File: src/design/rgtb_pkg.sv
// Shared types, codes and helper functions for the rotated glyph text blender.
package rgtb_pkg;

	// default sizes
	localparam int MAX_CHARS_DEF   = 8;
	localparam int GLYPH_W_DEF     = 16;
	localparam int GLYPH_H_DEF     = 20;
	localparam int GLYPH_COUNT_DEF = 95;
	localparam int DISP_W_DEF      = 240;
	localparam int DISP_H_DEF      = 320;

	// first printable character code
	localparam logic [7:0] FIRST_CODE = 8'd32;

	// item actions
	localparam logic [1:0] ACT_LOAD_WIDTH = 2'd0;
	localparam logic [1:0] ACT_LOAD_ALPHA = 2'd1;
	localparam logic [1:0] ACT_LOAD_CHAR  = 2'd2;
	localparam logic [1:0] ACT_RENDER     = 2'd3;

	// register indexes
	localparam logic [2:0] REG_COS        = 3'd0;
	localparam logic [2:0] REG_SIN        = 3'd1;
	localparam logic [2:0] REG_CENTER_X   = 3'd2;
	localparam logic [2:0] REG_CENTER_Y   = 3'd3;
	localparam logic [2:0] REG_TEXT_COLOR = 3'd4;
	localparam logic [2:0] REG_CHAR_COUNT = 3'd5;

	// register reset values
	localparam logic [15:0] COS_RESET   = 16'h4000;
	localparam logic [15:0] COLOR_RESET = 16'h39C7;

	localparam logic [7:0] ALPHA_FULL = 8'd255;

	// controller to datapath
	typedef struct packed {
		logic accept;
		logic sum_acc;
		logic k_clr;
		logic prod;
		logic coord;
		logic srch_step;
		logic hit_cap;
		logic blend_mul;
		logic out_load;
		logic out_hit;
	} rgtb_cmd_t;

	// datapath to controller
	typedef struct packed {
		logic in_render;
		logic k_end;
		logic cand_ok;
		logic hit;
		logic out_free;
	} rgtb_stat_t;

	function automatic logic [15:0] swap16(input logic [15:0] v);
		return {v[7:0], v[15:8]};
	endfunction

	// exact x / 255 for x below 65535
	function automatic logic [15:0] div255(input logic [15:0] x);
		logic [16:0] t;
		t = 17'(x) + 17'd1 + 17'(x[15:8]);
		return 16'(t[16:8]);
	endfunction

endpackage

File: src/design/rgtb_ctrl.sv
// Sequencer for loads and per-pixel render steps.
module rgtb_ctrl (
	input  logic                clk,
	input  logic                arst_n,
	input  logic                in_valid,
	output logic                in_stall,
	input  rgtb_pkg::rgtb_stat_t st,
	output rgtb_pkg::rgtb_cmd_t  cmd
);
	import rgtb_pkg::*;

	typedef enum logic [3:0] {
		S_IDLE, S_SUM_RD, S_SUM_ACC, S_PROD, S_COORD,
		S_SRCH_RD, S_SRCH_CMP, S_ALPHA, S_MUL, S_FIN, S_MISS
	} state_t;

	state_t state_q;

	assign in_stall = (state_q != S_IDLE);

	// commands decoded from state
	always_comb begin
		cmd = '0;
		case (state_q)
			S_IDLE:     cmd.accept = in_valid;
			S_SUM_ACC:  cmd.sum_acc = 1'b1;
			S_PROD: begin
				cmd.prod  = 1'b1;
				cmd.k_clr = 1'b1;
			end
			S_COORD:    cmd.coord = 1'b1;
			S_SRCH_CMP: begin
				cmd.hit_cap   = st.hit;
				cmd.srch_step = !st.hit;
			end
			S_MUL:      cmd.blend_mul = 1'b1;
			S_FIN: begin
				cmd.out_load = st.out_free;
				cmd.out_hit  = 1'b1;
			end
			S_MISS:     cmd.out_load = st.out_free;
			default: ;
		endcase
	end

	// state register
	always_ff @(posedge clk or negedge arst_n) begin
		if (!arst_n) begin
			state_q <= S_IDLE;
		end else begin
			case (state_q)
				S_IDLE:     if (in_valid && st.in_render) state_q <= S_SUM_RD;
				S_SUM_RD:   state_q <= st.k_end ? S_PROD : S_SUM_ACC;
				S_SUM_ACC:  state_q <= S_SUM_RD;
				S_PROD:     state_q <= S_COORD;
				S_COORD:    state_q <= S_SRCH_RD;
				S_SRCH_RD:  state_q <= (!st.cand_ok || st.k_end) ? S_MISS : S_SRCH_CMP;
				S_SRCH_CMP: state_q <= st.hit ? S_ALPHA : S_SRCH_RD;
				S_ALPHA:    state_q <= S_MUL;
				S_MUL:      state_q <= S_FIN;
				S_FIN:      if (st.out_free) state_q <= S_IDLE;
				S_MISS:     if (st.out_free) state_q <= S_IDLE;
				default:    state_q <= S_IDLE;
			endcase
		end
	end

	// a result is only loaded into a free output register
	a_load_free: assert property (@(posedge clk) disable iff (!arst_n)
		cmd.out_load |-> st.out_free) else $error("result loaded while output busy");

	// after a result is loaded the block takes new items again
	a_load_idle: assert property (@(posedge clk) disable iff (!arst_n)
		cmd.out_load |=> !in_stall) else $error("not idle after result");

endmodule

File: config.mk
export PLATFORM = sky130hd
export DESIGN_NAME = rgtb_ctrl
export DESIGN_NICKNAME = d
export VERILOG_FILES = /design/src/design/rgtb_pkg.sv /design/src/design/rgtb_ctrl.sv
export SDC_FILE = /design/constraint.sdc
export NUM_CORES = 1
export LEC_CHECK = 0
export ABC_AREA = 1
export BUFFER_PORTS_ARGS = -buffer_cell sky130_fd_sc_hd__buf_2
export CAP_MARGIN = 20
export CORE_AREA = 10 10 47 49
export CTS_BUF_LIST = sky130_fd_sc_hd__clkbuf_4
export CTS_CLUSTER_SIZE = 20
export DETAILED_ROUTE_END_ITERATION = 16
export DIE_AREA = 0 0 57 59
export PLACE_DENSITY_LB_ADDON = 0.12
export SKIP_CTS_REPAIR_TIMING = 1
export SLEW_MARGIN = 30
export SYNTH_ARGS = -nofsm -noshare
export SYNTH_HDL_FRONTEND = slang
export SYNTH_SLANG_ARGS = --single-unit
export TNS_END_PERCENT = 1
File: constraint.sdc
create_clock -name clk -period 1.1 [get_ports clk]
set_input_delay 0.275 -clock clk [delete_from_list [all_inputs] [get_ports clk]]
set_output_delay 0.275 -clock clk [all_outputs]
set_load 0.1 [all_outputs]
==> impl_results.md, run 1 <==
* Post-DRT Antenna Nets at 0
* Clk pin slew, worst setup/hold paths at 0.04 ns
* Syn Nets at 71
* Die width at 57 um
* DRC violation count after routing at 0
* Fraction of layout cells with a size suffix above 1 at 72.6%
* Reg with most FFs: state_q
* Most frequent CP cell: nor2_4
* First-pass GRT wire length at 2.20 mm
* RR Startpoint: state_q[3]
* Final Hold Fails at 0
* Violated checks: setup timing
* Hold EP: state_q[3]
* Max-slew violations at 0
* Placer congestion estimate at 0.824
* Max frequency at 0.617 GHz
* Routed WL at 1.40 mm
* # port buffers at 18
* Tightest Pin Transition at 0.182 ns
* Netlist cell types at 16
* Worst Hold Class: in -> reg
* # rows at 14
* Diode count at 0
* CP peak stage delay at 0.35 ns
* CP max-delay cell: dfrtp_1
* Most common cell after layout, fill and taps aside: buf_4
* GRT overflow at 0
* Syn avg cell area at 6.14 um2
* Reg-to-reg endpoint: state_q[3]
* Fillcell total at 116
* WS Path Type: reg -> out
* Final period util at 147%
* Nets@finish at 116
* Req. time, crit path at 0.82 ns
* First-pass DRT Iterations at 4
* Yosys reg bits at 4
* Max reg flops at 4
* Worst reg-to-reg path cell count at 8
* Core footprint at 1400 um2
* Post-Syn Area at 387 um2
* Critical Path Start Type: flip-flop
* Clk buf depth at 2
* RSZ-0062 raised after global routing: true
* CP Buf/Inv Count at 3
* Routed vias/inst at 4.56
* Drt initial violations at 9
* Hold depth at 3
* Initial Utilization at 27.6%
* Critical path arrival at 1.34 ns
* HPWL Detailed at 1.16 mm
* Number of antenna violations at the first check in global routing at 0
* Vias in the first global route at 539
* Commonest non-fill, non-tap cells in the layout: buf_4 (22), buf_12 (11), nand2_1 (9)
* CP Cell Sequence: inv_2 -> buf_4 -> nor2_4 -> nand2_2 -> nor2_4 -> buf_12
* R2R setup slack at -0.11 ns
* Htree depth at 1
* CTS tree: done
* Worst Setup SP: state_q[3]
* Critical Path End Type: output port
* Via count at 556
* Wire per inst at 11.4 um
* Mapped Cells at 63
* Status: complete, but fails checks
* Maximum Capacitance Violations at 0
* CTS buffer count at 3
* Largest regs: state_q: 4 flops
* CP Max Fanout at 4
* Setup WS pre-CTS at -0.328 ns
* I/O pin count at 19
* Clock latency on the worst-skew pair at 0.25 ns
* Area growth syn-to-layout at 146%
* Die area at 3360 um2
* Setup violations, final at 15
* Delay-heaviest family, CP: buffers and inverters
* Final WS setup at -0.520 ns
* CTS Sinks at 4
* Max Clock Skew at 0.000956 ns
* Largest net degree at the start of global routing at 6
* Critical hold path startpoint: st[3]
* Synth warnings at 0
* Root Driver: clkbuf_4
* Slew headroom at 87.9%
* Seq/Total Area, Yosys at 25.9%
* Total Routing Usage GR at 8.14%
* Chip height at 59 um
* Fin crit period at 1.62 ns
[final cells by class]
| cell class | instances | area [um2] | share of cell area, % |
|---|---|---|---|
| clock buffer | 3 | 22.5 | 2.37 |
| inverter | 11 | 45.0 | 4.73 |
| multi-input combinational | 46 | 319 | 33.5 |
| sequential | 4 | 104 | 10.9 |
| tap | 16 | 20.0 | 2.10 |
| timing repair buffer | 42 | 442 | 46.4 |
[cells in the mapped netlist, drive strengths merged]
library cell	n	share of area [%]
nor3	1	1.3
buf	2	4.9
o21ai	1	1.3
o221ai	1	2.3
nand3	5	7.8
nand2	19	23
inv	10	9.7
a21oi	1	1.3
dfrtp	4	26
clkinv	1	1.3
nor2	18	21
[cell families (layout without fill, tap and decap cells)]
group | after synthesis | in the layout | share of synthesized area, %
AO/OA/AOI/OAI | 3 | 3 | 4.85
flip-flops | 4 | 4 | 25.9
buffers and inverters | 13 | 56 | 15.9
AND/OR/NAND/NOR | 43 | 43 | 53.4
[per-layer routing]
metal,GRT usage (%),routed length (um)
met1,6.80,488
met2,14.6,706
met3,4.08,151
met4,6.04,48
met5,0,0
[tightest hold or removal path, stage by stage]
cell and delay, ns:
buf_2 0.10, o21ai_1 0.06, nand3_1 0.07
[worst max path at each step]
stage	endpoint	slack, ns	cells after the start
detailed placement	cmd[1]	-0.33	6
global route	cmd[1]	-0.58	6
global placement	cmd[1]	-0.29	6
finish	cmd[1]	-0.52	6
floorplan	cmd[9]	-0.94	6
CTS	cmd[1]	-0.59	6
[metrics by stage]
| step | instances | hold WS (ns) | cell area [um2] | util (%) | TNS (ns) |
|---|---|---|---|---|---|
| 2_1_floorplan | 63 | -0.0206 | 425 | - | -7.32 |
| 3_3_place_gp | 116 | 0.0853 | 840 | 59.9 | -3.06 |
| 3_5_place_dp | 116 | 0.0874 | 840 | 59.9 | -3.29 |
| 4_1_cts | 119 | -0.167 | 862 | 61.5 | -6.21 |
| 5_1_grt | 122 | 0.331 | 952 | 67.9 | -6.44 |
| 6_report | 122 | 0.296 | 952 | 67.9 | -5.51 |
Power of run 1 is left out: the tool's default activity adds up to more than one toggle a clock period on the data nets, which glitch-free logic cannot reach.
==> inputs of run 2 (changes only) <==
clock period = 1.55 ns   (was 1.1 ns; I/O delays follow)
==> impl_results.md, run 2 (same netlist as run 1, synthesis figures left out) <==
* Status: complete, but fails checks
* Violated checks: setup timing
* RSZ-0062 raised after global routing: true
* HPWL Detailed at 1.07 mm
* Core footprint at 1400 um2
* Final period util at 111%
* Routed vias/inst at 4.39
* Initial Utilization at 27.6%
* Fraction of layout cells with a size suffix above 1 at 69.7%
* Largest net degree at the start of global routing at 6
* Final WS setup at -0.172 ns
* Most common cell after layout, fill and taps aside: buf_4
* Nets@finish at 109
* Die width at 57 um
* First-pass DRT Iterations at 4
* Vias in the first global route at 504
* Diode count at 0
* Via count at 505
* WS Path Type: reg -> out
* Maximum Capacitance Violations at 0
* Routed WL at 1.35 mm
* Hold depth at 3
* Wire per inst at 11.7 um
* Setup violations, final at 11
* Critical Path End Type: output port
* First-pass GRT wire length at 2.09 mm
* Reg with most FFs: state_q
* Area growth syn-to-layout at 128%
* Placer congestion estimate at 0.853
* Max Clock Skew at 0.000554 ns
* Die area at 3360 um2
* CP Max Fanout at 4
* Max-slew violations at 0
* Slew headroom at 87.7%
* Post-DRT Antenna Nets at 0
* Total Routing Usage GR at 7.62%
* Htree depth at 1
* CTS buffer count at 3
* Critical Path Start Type: flip-flop
* Fin crit period at 1.72 ns
* CTS tree: done
* Max reg flops at 4
* Fillcell total at 133
* Worst hold margin at 0.436 ns
* Tightest Pin Transition at 0.184 ns
* Clk pin slew, worst setup/hold paths at 0.04 ns
* Commonest non-fill, non-tap cells in the layout: buf_4 (14), buf_12 (11), nand2_1 (10), nor2_1 (8), buf_2 (7)
* # rows at 14
* Largest regs: state_q: 4 flops
* Number of antenna violations at the first check in global routing at 0
* Max frequency at 0.581 GHz
* Worst Hold Class: in -> reg
* Critical path arrival at 1.33 ns
* I/O pin count at 19
* Root Driver: clkbuf_4
* GRT overflow at 0
* Req. time, crit path at 1.16 ns
* # port buffers at 18
* Chip height at 59 um
* Drt initial violations at 8
* Final Hold Fails at 0
* Worst reg-to-reg path cell count at 6
* Clk buf depth at 2
* DRC violation count after routing at 0
* CTS Sinks at 4
* Clock latency on the worst-skew pair at 0.24 ns
run 2: cell count changes in the layout (fill, tap and decap cells not counted), sizes merged:
cell	before	now
inv	10	11
buf	41	34
clkinv	1	0
run 2: through the flow:
step	std cells	setup slack, ns	utilization (%)	instance area (um2)	TNS [ns]
floorplan	63	-0.607	-	425	-3.21
global placement	104	0.0493	53.5	749	0
detailed placement	104	0.0228	53.5	749	0
CTS	107	-0.232	55.1	772	-1.79
global route	115	-0.233	62.9	882	-1.94
finish	115	-0.172	62.9	882	-1.40
run 2: final timing paths:
| check | startpoint | slack, ns | endpoint |
|---|---|---|---|
| worst max-delay path | state_q[3] | -0.17 | cmd[9] |
| worst min register to register | state_q[0] | 0.68 | state_q[0] |
| min in group asynchronous | arst_n | 0.51 | state_q[2] |
| worst max register to register | state_q[3] | 0.38 | state_q[2] |
| max in group asynchronous | arst_n | 0.91 | state_q[1] |
| worst min-delay path | st[3] | 0.44 | state_q[3] |
run 2: cell type report:
| cell class | instances | area, um2 | area share, % |
|---|---|---|---|
| multi-input combinational | 46 | 297 | 33.6 |
| clock buffer | 3 | 22.5 | 2.55 |
| tap | 16 | 20.0 | 2.27 |
| sequential | 4 | 104 | 11.8 |
| inverter | 11 | 46.3 | 5.25 |
| timing repair buffer | 35 | 393 | 44.5 |
run 2: worst max-delay path: stages (launching register included):
cell	delay, ns
dfrtp_1	0.39
inv_2	0.11
nand2_2	0.10
nor2_4	0.15
inv_2	0.07
nor2_4	0.10
buf_12	0.18
run 2: layer usage:
metal  part of all wire, %  vias up  GRT usage (%)
li1                      -      265              -
met1                    36      217           7.52
met2                    51       18           12.7
met3                    10        5           4.72
met4                   2.3        0           3.02
met5                     0        -              0
Power of run 2 is left out for the same reason.
